## src/sv/pmsfr_pkg.sv

```systemverilog
// Shared constants and types for the particle sensor frame receiver.
package pmsfr_pkg;

    localparam logic [7:0] START_BYTE    = 8'h81;
    localparam logic [7:0] CMD_RESET     = 8'h12;
    localparam logic [3:0] BODY_LAST     = 4'd13;
    localparam logic [3:0] CONC_FIRST    = 4'd7;
    localparam logic [3:0] CONC_LAST     = 4'd12;
    localparam logic [3:0] STATUS_COUNT  = 4'd0;

    // Frame hunt phases.
    localparam logic [1:0] PH_HUNT       = 2'd0;
    localparam logic [1:0] PH_START      = 2'd1;
    localparam logic [1:0] PH_BODY       = 2'd2;

    // Register index of the command code.
    localparam logic       REG_COMMAND   = 1'b0;

    typedef struct packed {
        logic [7:0]  status_byte;
        logic [15:0] pm1_tenths;
        logic [15:0] pm25_tenths;
        logic [15:0] pm10_tenths;
        logic        checksum_ok;
    } t_result;

endpackage

```

## src/sv/pm_sensor_frame_receiver_top.sv

```systemverilog
// Top level of the particle sensor frame receiver: header hunt, body capture and checksum.
//
// The block takes one received serial byte per item on the rx channel and
// emits one result item per complete 16-byte frame: the status byte, the
// PM1, PM2.5 and PM10 concentrations in raw tenths of ug/m3, and a flag that
// is set when the byte sum of the frame is zero modulo 256. A frame starts
// with 0x81 followed by the command code register (reset 0x12, byte address
// 0 of the APB port); a repeated 0x81 keeps the half-matched header unless the
// command code is itself 0x81. Each byte passes through an input register and is
// decoded in the following cycle, so one byte is taken every clock cycle while
// the input does not stall, and a result is registered once its checksum byte is
// decoded. Input stalls only when a frame-ending byte finds the result register
// still occupied. Frames whose checksum fails are still delivered, with checksum_ok low.
module pm_sensor_frame_receiver_top (
    input  logic        i_clk,
    input  logic        i_rst_n,
    // Received byte channel.
    input  logic        i_rx_valid,
    output logic        o_rx_ready,
    input  logic [7:0]  i_rx_byte,
    // Result channel.
    output logic        o_res_valid,
    input  logic        i_res_ready,
    output logic [7:0]  o_status_byte,
    output logic [15:0] o_pm1_tenths,
    output logic [15:0] o_pm25_tenths,
    output logic [15:0] o_pm10_tenths,
    output logic        o_checksum_ok,
    // Configuration port.
    input  logic        psel,
    input  logic        penable,
    input  logic        pwrite,
    input  logic [2:0]  paddr,
    input  logic [31:0] pwdata,
    output logic [31:0] prdata,
    output logic        pready
);

    logic [7:0]              r_cmd;
    logic                    r_in_valid;
    logic [7:0]              r_in_byte;
    logic [1:0]              r_phase,  n_phase;
    logic [3:0]              r_count,  n_count;
    logic [7:0]              r_sum,    n_sum;
    logic [7:0]              r_status, n_status;
    logic [47:0]             r_conc,   n_conc;
    logic                    r_res_valid;
    pmsfr_pkg::t_result      r_res,    n_res;

    logic emit;
    logic advance;
    logic cfg_write;

    // Configuration register.
    assign pready    = 1'b1;
    assign cfg_write = psel && penable && pwrite && pready
                       && (paddr[2] == pmsfr_pkg::REG_COMMAND);
    assign prdata    = (paddr[2] == pmsfr_pkg::REG_COMMAND) ? {24'd0, r_cmd} : 32'd0;

    always_ff @(posedge i_clk) begin
        if (!i_rst_n) begin
            r_cmd <= pmsfr_pkg::CMD_RESET;
        end else if (cfg_write) begin
            r_cmd <= pwdata[7:0];
        end
    end

    // Decode of the registered byte.
    always_comb begin
        n_phase  = r_phase;
        n_count  = r_count;
        n_sum    = r_sum;
        n_status = r_status;
        n_conc   = r_conc;
        emit     = 1'b0;
        n_res    = '0;
        case (r_phase)
            pmsfr_pkg::PH_START: begin
                // The command code is checked first so that it may equal the start byte.
                if (r_in_byte == r_cmd) begin
                    n_phase = pmsfr_pkg::PH_BODY;
                    n_count = 4'd0;
                    n_sum   = pmsfr_pkg::START_BYTE + r_in_byte;
                end else if (r_in_byte == pmsfr_pkg::START_BYTE) begin
                    n_phase = pmsfr_pkg::PH_START;
                end else begin
                    n_phase = pmsfr_pkg::PH_HUNT;
                end
            end
            pmsfr_pkg::PH_BODY: begin
                n_sum = r_sum + r_in_byte;
                if (r_count == pmsfr_pkg::STATUS_COUNT) begin
                    n_status = r_in_byte;
                end else if (r_count >= pmsfr_pkg::CONC_FIRST
                             && r_count <= pmsfr_pkg::CONC_LAST) begin
                    // Six data bytes shift in, most significant first.
                    n_conc = {r_conc[39:0], r_in_byte};
                end
                if (r_count >= pmsfr_pkg::BODY_LAST) begin
                    emit              = 1'b1;
                    n_phase           = pmsfr_pkg::PH_HUNT;
                    n_count           = 4'd0;
                    n_res.status_byte = r_status;
                    n_res.pm1_tenths  = r_conc[47:32];
                    n_res.pm25_tenths = r_conc[31:16];
                    n_res.pm10_tenths = r_conc[15:0];
                    n_res.checksum_ok = (n_sum == 8'd0);
                end else begin
                    n_count = r_count + 4'd1;
                end
            end
            default: begin
                n_phase = (r_in_byte == pmsfr_pkg::START_BYTE) ?
                          pmsfr_pkg::PH_START : pmsfr_pkg::PH_HUNT;
            end
        endcase
    end

    // The registered byte moves on unless it ends a frame while the result slot is full.
    assign advance    = r_in_valid && (!emit || !r_res_valid || i_res_ready);
    assign o_rx_ready = !r_in_valid || advance;

    always_ff @(posedge i_clk) begin
        if (!i_rst_n) begin
            r_in_valid <= 1'b0;
        end else if (o_rx_ready) begin
            r_in_valid <= i_rx_valid;
        end
    end

    always_ff @(posedge i_clk) begin
        if (o_rx_ready && i_rx_valid) begin
            r_in_byte <= i_rx_byte;
        end
    end

    always_ff @(posedge i_clk) begin
        if (!i_rst_n) begin
            r_phase  <= pmsfr_pkg::PH_HUNT;
            r_count  <= 4'd0;
            r_sum    <= 8'd0;
            r_status <= 8'd0;
            r_conc   <= 48'd0;
        end else if (advance) begin
            r_phase  <= n_phase;
            r_count  <= n_count;
            r_sum    <= n_sum;
            r_status <= n_status;
            r_conc   <= n_conc;
        end
    end

    // Result register.
    always_ff @(posedge i_clk) begin
        if (!i_rst_n) begin
            r_res_valid <= 1'b0;
        end else if (advance && emit) begin
            r_res_valid <= 1'b1;
        end else if (i_res_ready) begin
            r_res_valid <= 1'b0;
        end
    end

    always_ff @(posedge i_clk) begin
        if (advance && emit) begin
            r_res <= n_res;
        end
    end

    assign o_res_valid   = r_res_valid;
    assign o_status_byte = r_res.status_byte;
    assign o_pm1_tenths  = r_res.pm1_tenths;
    assign o_pm25_tenths = r_res.pm25_tenths;
    assign o_pm10_tenths = r_res.pm10_tenths;
    assign o_checksum_ok = r_res.checksum_ok;

    // The body counter never passes the checksum byte.
    a_count_range: assert property (@(posedge i_clk) disable iff (!i_rst_n)
        r_count <= pmsfr_pkg::BODY_LAST)
        else $error("body count out of range");

    // A nonzero body count only exists inside a frame body.
    a_count_phase: assert property (@(posedge i_clk) disable iff (!i_rst_n)
        (r_count != 4'd0) |-> (r_phase == pmsfr_pkg::PH_BODY))
        else $error("body count set outside a frame body");

    // A frame-ending byte blocked by a full result slot stays in the input register.
    a_emit_hold: assert property (@(posedge i_clk) disable iff (!i_rst_n)
        (r_in_valid && emit && r_res_valid && !i_res_ready)
        |=> (r_in_valid && $stable(r_in_byte) && $stable(r_count)))
        else $error("blocked frame end was lost");

    // An empty input register always takes a new item.
    a_ready_empty: assert property (@(posedge i_clk) disable iff (!i_rst_n)
        !r_in_valid |-> o_rx_ready)
        else $error("input stalled while empty");

    // A new result is loaded only when the previous one is gone or taken.
    a_no_overwrite: assert property (@(posedge i_clk) disable iff (!i_rst_n)
        (advance && emit) |-> (!r_res_valid || i_res_ready))
        else $error("result overwritten");

endmodule

```

## config.mk

```make
export PLATFORM = sky130hd
export DESIGN_NAME = pm_sensor_frame_receiver_top
export DESIGN_NICKNAME = d
export VERILOG_FILES = /design/src/sv/pmsfr_pkg.sv /design/src/sv/pm_sensor_frame_receiver_top.sv
export SDC_FILE = /design/constraint.sdc
export NUM_CORES = 1
export LEC_CHECK = 0
export BUFFER_PORTS_ARGS = -buffer_cell sky130_fd_sc_hd__buf_2
export CAP_MARGIN = 20
export CORE_UTILIZATION = 49
export DETAILED_ROUTE_END_ITERATION = 12
export PLACE_DENSITY = 0.79
export SLEW_MARGIN = 25
export SYNTH_ARGS = -nofsm -noshare
export SYNTH_HDL_FRONTEND = slang
export SYNTH_SLANG_ARGS = --single-unit
```

## constraint.sdc

```tcl
create_clock -name i_clk -period 9.87 [get_ports i_clk]
set_input_delay 1.974 -clock i_clk [delete_from_list [all_inputs] [get_ports i_clk]]
set_output_delay 1.974 -clock i_clk [all_outputs]
set_load 0.01 [all_outputs]
```

## After elaboration in Yosys (flattened, before gate mapping)

Index checks and enable logic that the tools add are counted.
W data, S select, Z words.

- Flip-flop bits (word level): 145
- Output and inout port bits: 92
- Logic and storage cells: 64

- Add/subtract/negate cells: 3
- $lt $le $gt $ge: 3
- Equality and inequality tests: 6
- Multiplexer cells: 14
- Bitwise gates (word level): 2
- Reduce and logical (&&, ||, !) cells: 22

Operators with widths:

| kind | count |
|---|---|
| $mux W8 | 2 |
| $pmux W8 S2 | 1 |
| $add A8 B8 Y8 | 1 |
| $add A8 B8 Y8 const A | 1 |
| $eq A8 B8 Y1 | 1 |
| $eq A8 B8 Y1 const B | 1 |
| $logic_not A8 Y1 | 1 |
| $mux W4 | 2 |
| $pmux W4 S2 | 1 |
| $logic_and A1 B1 Y1 | 7 |
| $reduce_and A3 Y1 | 2 |
| $mux W1 | 5 |
| $add A4 B1 Y4 const B | 1 |
| $ge A4 B3 Y1 const B | 1 |
| $ge A4 B4 Y1 const B | 1 |
| $le A4 B4 Y1 const B | 1 |
| $logic_not A4 Y1 | 1 |
| $mux W2 | 2 |
| $ne A2 B2 Y1 const B | 2 |
| $pmux W2 S2 | 1 |
| $reduce_and A2 Y1 | 2 |
| $reduce_and A4 Y1 | 1 |
| $reduce_bool A2 Y1 | 2 |
| $logic_not A1 Y1 | 3 |
| 4 further kinds | 7 |

## Depth between registers and ports, before layout

Gate-level depths: netlist (run 1).

- Depth in word-level cells: 9
- Gate-level depth with buffers: 9
- Gate-level depth less buffers: 7

## Worst setup path before layout (run 1)

Ideal clock, no wire load.

- Path type: input-to-output
- Start point: input port i_res_ready
- End point: output port o_rx_ready
- Data arrival time: 2410 ps
- Required time: 7896 ps
- Setup slack: 5486 ps
- Stages on the path: 2
- Cells stage by stage: nand2b_1 -> or2_1

- Longest elaborated chain between the ends: 3

Ends and longest elaborated chain:

| what | line | text |
|---|---|---|
| start: declaration | pm_sensor_frame_receiver_top.sv:23 | `input logic i_res_ready,` |
| $logic_or A1 B1 Y1 | pm_sensor_frame_receiver_top.sv:120 | `assign advance = r_in_valid && (!emit \|\| !r_res_valid \|\| i_res_ready);` |
| $logic_and A1 B1 Y1 | pm_sensor_frame_receiver_top.sv:120 |  |
| $logic_or A1 B1 Y1 | pm_sensor_frame_receiver_top.sv:121 | `assign o_rx_ready = !r_in_valid \|\| advance;` |
| end: declaration | pm_sensor_frame_receiver_top.sv:19 | `output logic o_rx_ready,` |

Every way passes these cells.

## Worst setup path in the final report (run 1)

Ends and elaborated chain as after synthesis.

==> run metrics, run 1 <==
CTS H-tree lvls=4; CTS buffer count=17; grt ovf=0; DP HPWL=8568 µm; full die area=13,470 µm²; Min-Delay Endpoint=r_conc[42]; Peak VDD IR=0.09329 mV; Logic pwr share=0.034; DRC violations left=0; Ant. Diodes=0; RSZ-0062 raised after global routing=false; CTS resizes=0; Worst R2R Path Depth=7; r2r setup slk=6.87 ns; Lkg Pwr=3.003 nW; overall power=1.309 mW; Worst Path Arrival=2.68 ns; crit start category=input pin; Util after Layout=0.5864; site row count=41; Final Max Tran Viols=0; Worst setup EP type=primary output; quantity of I/O buffers inserted on ports=90; outcome=finished clean; Post-Syn Area=6372 µm²; Worst Tran Pin Value=0.9153 ns; ys flop type=dfxtp_1; Synth top area share=0.3063; largest cells by area after synthesis=edfxtp_1 31%, dfxtp_1 25%, nand2_1 7.5%, and2_1 5.7%, a21oi_1 5.3%; Worst path most repeated cell=buf_2; Synth Register Bits=145; Mapped Cells=635; CTS clk-pin slew, worst paths=0.05 ns; worst r2r dst=o_status_byte[2]; commonest non-fill, non-tap cell in the layout=nand2_1; Die Ht=116.0 µm; Sw Share=0.2085; Flop pwr share=0.487; initial drt markers=343; drt total wl=12,850 µm; final setup vio count=0; ratio of final minimum period to clock period=0.4711; post-synth top area cell=edfxtp_1; clock share of power=0.479; clk sinks=145; CP max stage delay=0.27 ns; clk root buf=clkbuf_16; worst skew pair latency=0.42 ns; min Tclk post-route=4.650 ns; Post-synth EDFFs=65; hold depth=2; register area share after synthesis=0.5576; Clock Skew=0.007608 ns; Post-synth ARST share=0; Internal=1.036 mW; most frequent cells in the layout=128 x nand2_1, 90 x buf_2, 80 x dfxtp_1; R2R Path Start=r_phase[0]; number of global-route vias before repair=4,381; largest net degree at the start of global routing=60; Post-CTS Setup Bufs=0; GRT Total Usage=0.2086; Clock Tree Buf Depth=2; Area Growth Syn to Fin=16.59%; Via Count=4,639; Crit Path Max Fanout=3; initial antenna violation count=0; Final #Nets=777; share of post-route cells with drive strength above 1=0.1862; min-delay worst type=flip-flop to flip-flop; DIE WIDTH=116.0 µm; syn avg cell area=10.04 µm²; Power Density=176.2 nW/µm²; GPL Wtd Cong=0.8916; WP data required=7.90 ns; Post-DRT Antenna Nets=0; TNS Setup=0 ns; hold bufs inserted after CTS=0; synth warn=0; Slowest cell on crit path=or2_1; DR vias/cell=5.172; net switching power=273.1 µW; I/O Pins=142; Initial Utilization=0.5029; Slew Limit Headroom=0.3846; core outline area=12,670 µm²; Worst Min Path Start=r_conc[42]; first-pass GRT wire length=21,000 µm; max-cap violations=0; Fillers=1,073; routed length per instance=14.32 µm; CTS tree=yes; Critical Setup Path Class=input pin to primary output; Final Hold Viols=0; CP cell instances=buf_2, nand2b_1, or2_1, buf_2; Cell variety after synth=58; fmax=0.2151 GHz; DR pass1 iterations=5
-- power by group through the flow --
stage	Combinational (mW)	Sequential [mW]	Clock, mW
finish	0.0442	0.638	0.627
global route	0.0498	0.638	0.665
CTS	0.0440	0.638	0.637
detailed placement	0.0436	0.650	0
global placement	0.0427	0.650	0
floorplan	0.0436	0.643	0
-- layer usage --
metal  global-route usage  wire [µm]  vias up
li1                     -          -     2278
met1               0.2481       5459     2178
met2               0.3476       6354      151
met3              0.06328        688       32
met4              0.09487        342        0
met5                    0          0        -
-- worst max-delay path: cells and delay by family --
| kind | cells | cell delay, ns |
|---|---|---|
| buffers and inverters | 2 | 0.25 |
| and+or+nand+nor | 2 | 0.45 |
-- layout make-up --
class	instances	area [µm²]	area share
inverters	14	52.55	0.007073
repair buffers	95	488.0	0.06568
well taps	172	215.2	0.02897
multi-input cells	439	2542	0.3422
clock inverters	12	141.4	0.01903
clock buffers	20	436.7	0.05877
flip-flops and latches	145	3553	0.4783
-- worst max-delay path by stage --
| stage | start | to | slack, ns | depth (start not counted) |
|---|---|---|---|---|
| 2_1_floorplan | i_res_ready | o_rx_ready | 5.49 | 2 |
| 3_3_place_gp | i_res_ready | o_rx_ready | 5.25 | 4 |
| 3_5_place_dp | i_res_ready | o_rx_ready | 5.22 | 4 |
| 4_1_cts | i_res_ready | o_rx_ready | 5.22 | 4 |
| 5_1_grt | i_res_ready | o_rx_ready | 5.18 | 4 |
| 6_report | i_res_ready | o_rx_ready | 5.22 | 4 |
-- stage by stage --
| step | cell area [µm²] | setup slack, ns | instances | hold WS (ns) |
|---|---|---|---|---|
| floorplan | 6459 | 5.486 | 658 | 0.4317 |
| global placement | 6843 | 5.246 | 865 | 0.4389 |
| detailed placement | 6843 | 5.224 | 865 | 0.4424 |
| CTS | 7421 | 5.218 | 897 | 0.4498 |
| global route | 7430 | 5.175 | 897 | 0.4742 |
| finish | 7430 | 5.220 | 897 | 0.4521 |
-- synthesized netlist by cell type (4+ instances only) --
master	count
ha_1	14
edfxtp_1	65
nand2_1	128
o211ai_1	4
nor3_1	6
xnor2_1	8
nor2b_1	9
inv_1	12
clkbuf_1	21
buf_2	11
dfxtp_1	80
mux2i_1	12
a21oi_1	67
nand3_1	12
buf_4	26
xor2_1	11
nor2_1	20
o21ai_0	6
o21ai_1	6
and2_1	58
-- logic make-up (layout without fill, tap and decap cells) --
kind of cell | count (synthesis) | count (layout) | synth area share
and+or+nand+nor | 258 | 258 | 0.2001
DFF | 145 | 145 | 0.5576
AOI/OAI and AO/OA | 110 | 110 | 0.1045
buffers and inverters | 74 | 141 | 0.06107
xor gates and xnor gates | 19 | 19 | 0.02611
adders and majority gates | 15 | 15 | 0.03063
muxes | 12 | 12 | 0.01885
other | 2 | 25 | 0.001179
-- state kept, by name (all words and copies together) (netlist names), 2 cells and up --
signal / count
r_conc: 48
r_cmd: 8
r_in_byte: 8
o_pm1_tenths: 16
r_status: 8
r_phase: 2
r_sum: 8
o_pm10_tenths: 16
o_status_byte: 8
o_pm25_tenths: 16
r_count: 4
Power figures use the tool's default switching activity.
==> run 2: changes to the inputs <==
PLACE_DENSITY = 0.82   (was 0.79)
clock period = 4.2 ns   (was 9.87 ns; I/O delays follow)
==> run metrics, run 2 (synthesis gave the netlist of run 1 again) <==
outcome=finished clean; worst skew pair latency=0.43 ns; Critical Setup Path Class=flip-flop to primary output; Final Max Tran Viols=0; DP HPWL=8638 µm; commonest non-fill, non-tap cell in the layout=nand2_1; Peak VDD IR=0.2422 mV; Ant. Diodes=0; final setup vio count=0; Clock Skew=0.008729 ns; min Tclk post-route=3.238 ns; WP data required=3.36 ns; GPL Wtd Cong=0.9147; RSZ-0062 raised after global routing=false; routed length per instance=14.19 µm; Final Hold Viols=0; initial antenna violation count=0; Via Count=4,672; Slowest cell on crit path=ha_1; Lkg Pwr=3.024 nW; DIE WIDTH=116.0 µm; CP cell instances=inv_1, ha_1, inv_2, nor3_2, nand2_1, or2_1, buf_2; initial drt markers=266; CTS tree=yes; DR vias/cell=5.203; clk sinks=145; Area Growth Syn to Fin=17.32%; CP max stage delay=0.62 ns; Min Hold Slack=0.4549 ns; DR pass1 iterations=5; full die area=13,470 µm²; Largest Register=r_conc; sequential cell area=3553 µm²; core outline area=12,670 µm²; Sw Share=0.2091; DRC violations left=0; most frequent cells in the layout=128 x nand2_1, 90 x buf_2, 80 x dfxtp_1; ratio of final minimum period to clock period=0.7710; Worst Tran Pin Value=0.7897 ns; clock share of power=0.494; clk root buf=clkbuf_16; Setup Slack @ Placement=1.370 ns; CTS H-tree lvls=4; Initial Utilization=0.5029; max reg flops=48; Crit Path Max Fanout=20; Post-Place Cells=866; Die Ht=116.0 µm; Clock Tree Buf Depth=2; Flop pwr share=0.474; Internal=2.501 mW; worst setup margin=0.9618 ns; Worst setup EP type=primary output; CTS resizes=0; GRT Total Usage=0.2011; I/O Pins=142; Final #Nets=778; first-pass GRT wire length=20,580 µm; Logic pwr share=0.033; CTS clk-pin slew, worst paths=0.06 ns; crit start category=flip-flop; CTS buffer count=17; min-delay worst type=flip-flop to flip-flop; Multi-input gate area=2542 µm²; Slew Limit Headroom=0.4691; share of post-route cells with drive strength above 1=0.1915; worst path buffer plus inverter count=3; Power Density=423.0 nW/µm²; largest net degree at the start of global routing=57; grt ovf=0; critical path's top delay family=simple AND/OR/NAND/NOR gates; max-cap violations=0; Worst Path Arrival=2.40 ns; Post-DRT Antenna Nets=0; hold bufs inserted after CTS=0; fmax=0.3088 GHz; TNS Setup=0 ns; Fillers=1,042; net switching power=661.3 µW; drt total wl=12,740 µm; Util after Layout=0.5900; number of global-route vias before repair=4,366; site row count=41; Post-CTS Setup Bufs=0; non-filler cells, final=898; quantity of I/O buffers inserted on ports=90
[run 2: cell count changes in the layout (fill, tap and decap cells not counted)]
cell        before  now
clkinvlp_4       2    3
inv_6            0    1
bufinv_16        3    4
clkinv_4         1    2
clkinv_2         4    3
clkinv_1         2    1
clkbuf_1         3    1
buf_4            5    6
[run 2: tightest hold or removal path: cells and delay by family, from the launching register on]
| family | cells | cell delay (ns) |
|---|---|---|
| DFF | 1 | 0.30 |
| and+or+nand+nor | 1 | 0.05 |
| AOI/OAI and AO/OA | 1 | 0.05 |
[run 2: power by group through the flow]
stage | Combinational [mW] | Clock [mW] | Sequential, mW
finish | 0.103 | 1.56 | 1.50
global route | 0.115 | 1.65 | 1.50
CTS | 0.103 | 1.58 | 1.50
detailed placement | 0.103 | 0 | 1.53
global placement | 0.0997 | 0 | 1.53
floorplan | 0.102 | 0 | 1.51
[run 2: layout make-up]
type | instances | area share
Clock buffer | 18 | 0.05741
Timing Repair Buffer | 96 | 0.06628
Multi-Input combinational cell | 439 | 0.3401
Clock inverter | 14 | 0.02510
Sequential cell | 145 | 0.4753
Inverter | 14 | 0.007029
Tap cell | 172 | 0.02879
[run 2: stage by stage]
| step | area, µm² | power, mW |
|---|---|---|
| 5_1_grt | 7476 | 3.267 |
| 2_1_floorplan | 6459 | 1.613 |
| 3_5_place_dp | 6850 | 1.630 |
| 3_3_place_gp | 6850 | 1.627 |
| 4_1_cts | 7467 | 3.184 |
| 6_report | 7476 | 3.162 |
[run 2: per-layer routing]
metal / global-route usage / routed length (µm)
met1: 0.2387 / 5414
met2: 0.3405 / 6395
met3: 0.05805 / 632
met4: 0.08547 / 297
met5: 0 / 0
[run 2: worst paths after layout]
path | endpoint | start | slack, ns | cells past startpoint
max reg2reg | o_checksum_ok | r_in_byte[0] | 1.36 | 7
max | o_rx_ready | r_phase[0] | 0.96 | 7
min | r_conc[41] | r_conc[41] | 0.45 | 2
min reg2reg | r_conc[41] | r_conc[41] | 0.45 | 2
==> run 3: changes to the inputs <==
PLACE_DENSITY = 0.79   (was 0.82)
clock period = 3.3 ns   (was 4.2 ns; I/O delays follow)
==> run metrics, run 3 (synthesis gave the netlist of run 1 again) <==
drt total wl=12,590 µm; final setup vio count=0; grt ovf=0; initial drt markers=293; Slew Limit Headroom=0.5030; Worst Path Arrival=2.05 ns; RSZ-0062 raised after global routing=false; DP HPWL=8411 µm; routed length per instance=13.93 µm; Post-CTS Setup Bufs=0; CP startpoint=r_count[0]; Crit Path Max Fanout=6; Flop pwr share=0.502; Ant. Diodes=0; Largest Register=r_conc; TNS Setup=0 ns; Fillers=1,105; WP data required=2.64 ns; initial antenna violation count=0; Critical Setup Path Class=flip-flop to primary output; CTS clk-pin slew, worst paths=0.06 ns; GRT Total Usage=0.2004; number of global-route vias before repair=4,406; full die area=13,470 µm²; DR pass1 iterations=4; Final Max Tran Viols=0; share of post-route cells with drive strength above 1=0.1926; r2r setup slk=0.79 ns; fmax=0.3683 GHz; clk root buf=clkbuf_16; CTS tree=yes; Final #Nets=785; core outline area=12,670 µm²; Peak VDD IR=0.2802 mV; Post-DRT Antenna Nets=0; Worst R2R Path Depth=8; DRC violations left=0; net switching power=814.3 µW; GPL Wtd Cong=0.8619; most frequent cells in the layout=128 x nand2_1, 90 x buf_2, 80 x dfxtp_1; Power Density=506.9 nW/µm²; largest net degree at the start of global routing=59; CTS H-tree lvls=4; Worst Tran Pin Value=0.7361 ns; Area Growth Syn to Fin=16.89%; ratio of final minimum period to clock period=0.8227; min-delay worst type=input pin to flip-flop; hold depth=1; Internal=2.961 mW; Worst setup EP type=primary output; Clock Skew=0.009640 ns; Initial Utilization=0.5029; R2R Path Start=r_count[0]; max-cap violations=0; commonest non-fill, non-tap cell in the layout=nand2_1; clock share of power=0.458; I/O Pins=142; CTS resizes=0; Final Hold Viols=0; quantity of I/O buffers inserted on ports=90; Util after Layout=0.5878; first-pass GRT wire length=20,550 µm; Clock Tree Buf Depth=2; Logic pwr share=0.040; min Tclk post-route=2.715 ns; Via Count=4,636; Sw Share=0.2157; crit start category=flip-flop; Lkg Pwr=3.013 nW; Die Ht=116.0 µm; hold bufs inserted after CTS=0; CP Capture Point=o_rx_ready; outcome=finished clean; worst r2r dst=r_conc[11]; CTS buffer count=17; site row count=41; DIE WIDTH=116.0 µm; max reg flops=48; DR vias/cell=5.128; clk sinks=145; worst skew pair latency=0.42 ns
run 3: changes by cell type in the layout (fill, tap and decap cells not counted):
cell / delta
clkinv_4: -2
bufinv_16: -3
clkbuf_1: -1
clkinv_2: -1
buf_4: +6
nor4b_2: +1
nor4b_4: -1
buf_12: +1
clkinv_1: +5
clkbuf_8: +1
run 3: critical path: stages (launching register included):
cell and delay, ns:
dfxtp_1 0.40, inv_1 0.08, ha_1 0.23, and2b_1 0.26, nor3_2 0.16, nand2_1 0.10, or2_1 0.25, buf_2 0.15
run 3: power groups by stage:
stage / Sequential, mW / Combinational, mW / Clock (mW)
final: 1.89 / 0.151 / 1.73
after global routing: 1.89 / 0.167 / 1.84
after CTS: 1.89 / 0.151 / 1.76
after detailed placement: 1.93 / 0.149 / 0
after global placement: 1.93 / 0.146 / 0
after floorplan: 1.92 / 0.130 / 0
run 3: cell type report:
type	count	area [µm²]	area share
timing repair buffer	103	560.5	0.07526
clock inverter	13	93.84	0.01260
multi-input combinational	439	2534	0.3402
clock buffer	18	439.2	0.05896
tap	172	215.2	0.02889
sequential	145	3553	0.4771
inverter	14	52.55	0.007055
run 3: through the flow:
step | std cells | area, µm² | hold WS [ns] | setup WS, ns | power, mW
CTS | 904 | 7448 | 0.4000 | 0.5658 | 3.800
finish | 904 | 7448 | 0.4162 | 0.5851 | 3.776
floorplan | 658 | 6460 | 0.4317 | 0.4952 | 2.053
global route | 904 | 7448 | 0.3904 | 0.3927 | 3.901
global placement | 873 | 6915 | 0.4403 | 0.8811 | 2.077
detailed placement | 873 | 6915 | 0.4477 | 0.8028 | 2.082
run 3: metal layers:
layer / share of wire / vias to the layer above / wire (µm) / track usage
met5: 0 / - / 0 / 0
met4: 0.014 / 0 / 172 / 0.08462
met3: 0.052 / 18 / 651 / 0.05596
met2: 0.50 / 158 / 6262 / 0.3365
met1: 0.44 / 2169 / 5506 / 0.2418
li1: - / 2291 / - / -
run 3: how the worst min path moves through the flow:
stage	from	to	slack [ns]
5_1_grt	i_rx_byte[0]	r_in_byte[0]	0.39
2_1_floorplan	r_conc[40]	r_conc[40]	0.43
4_1_cts	i_rx_byte[1]	r_in_byte[1]	0.40
3_3_place_gp	r_conc[47]	r_conc[47]	0.44
3_5_place_dp	r_conc[42]	r_conc[42]	0.45
6_report	i_rx_byte[1]	r_in_byte[1]	0.42
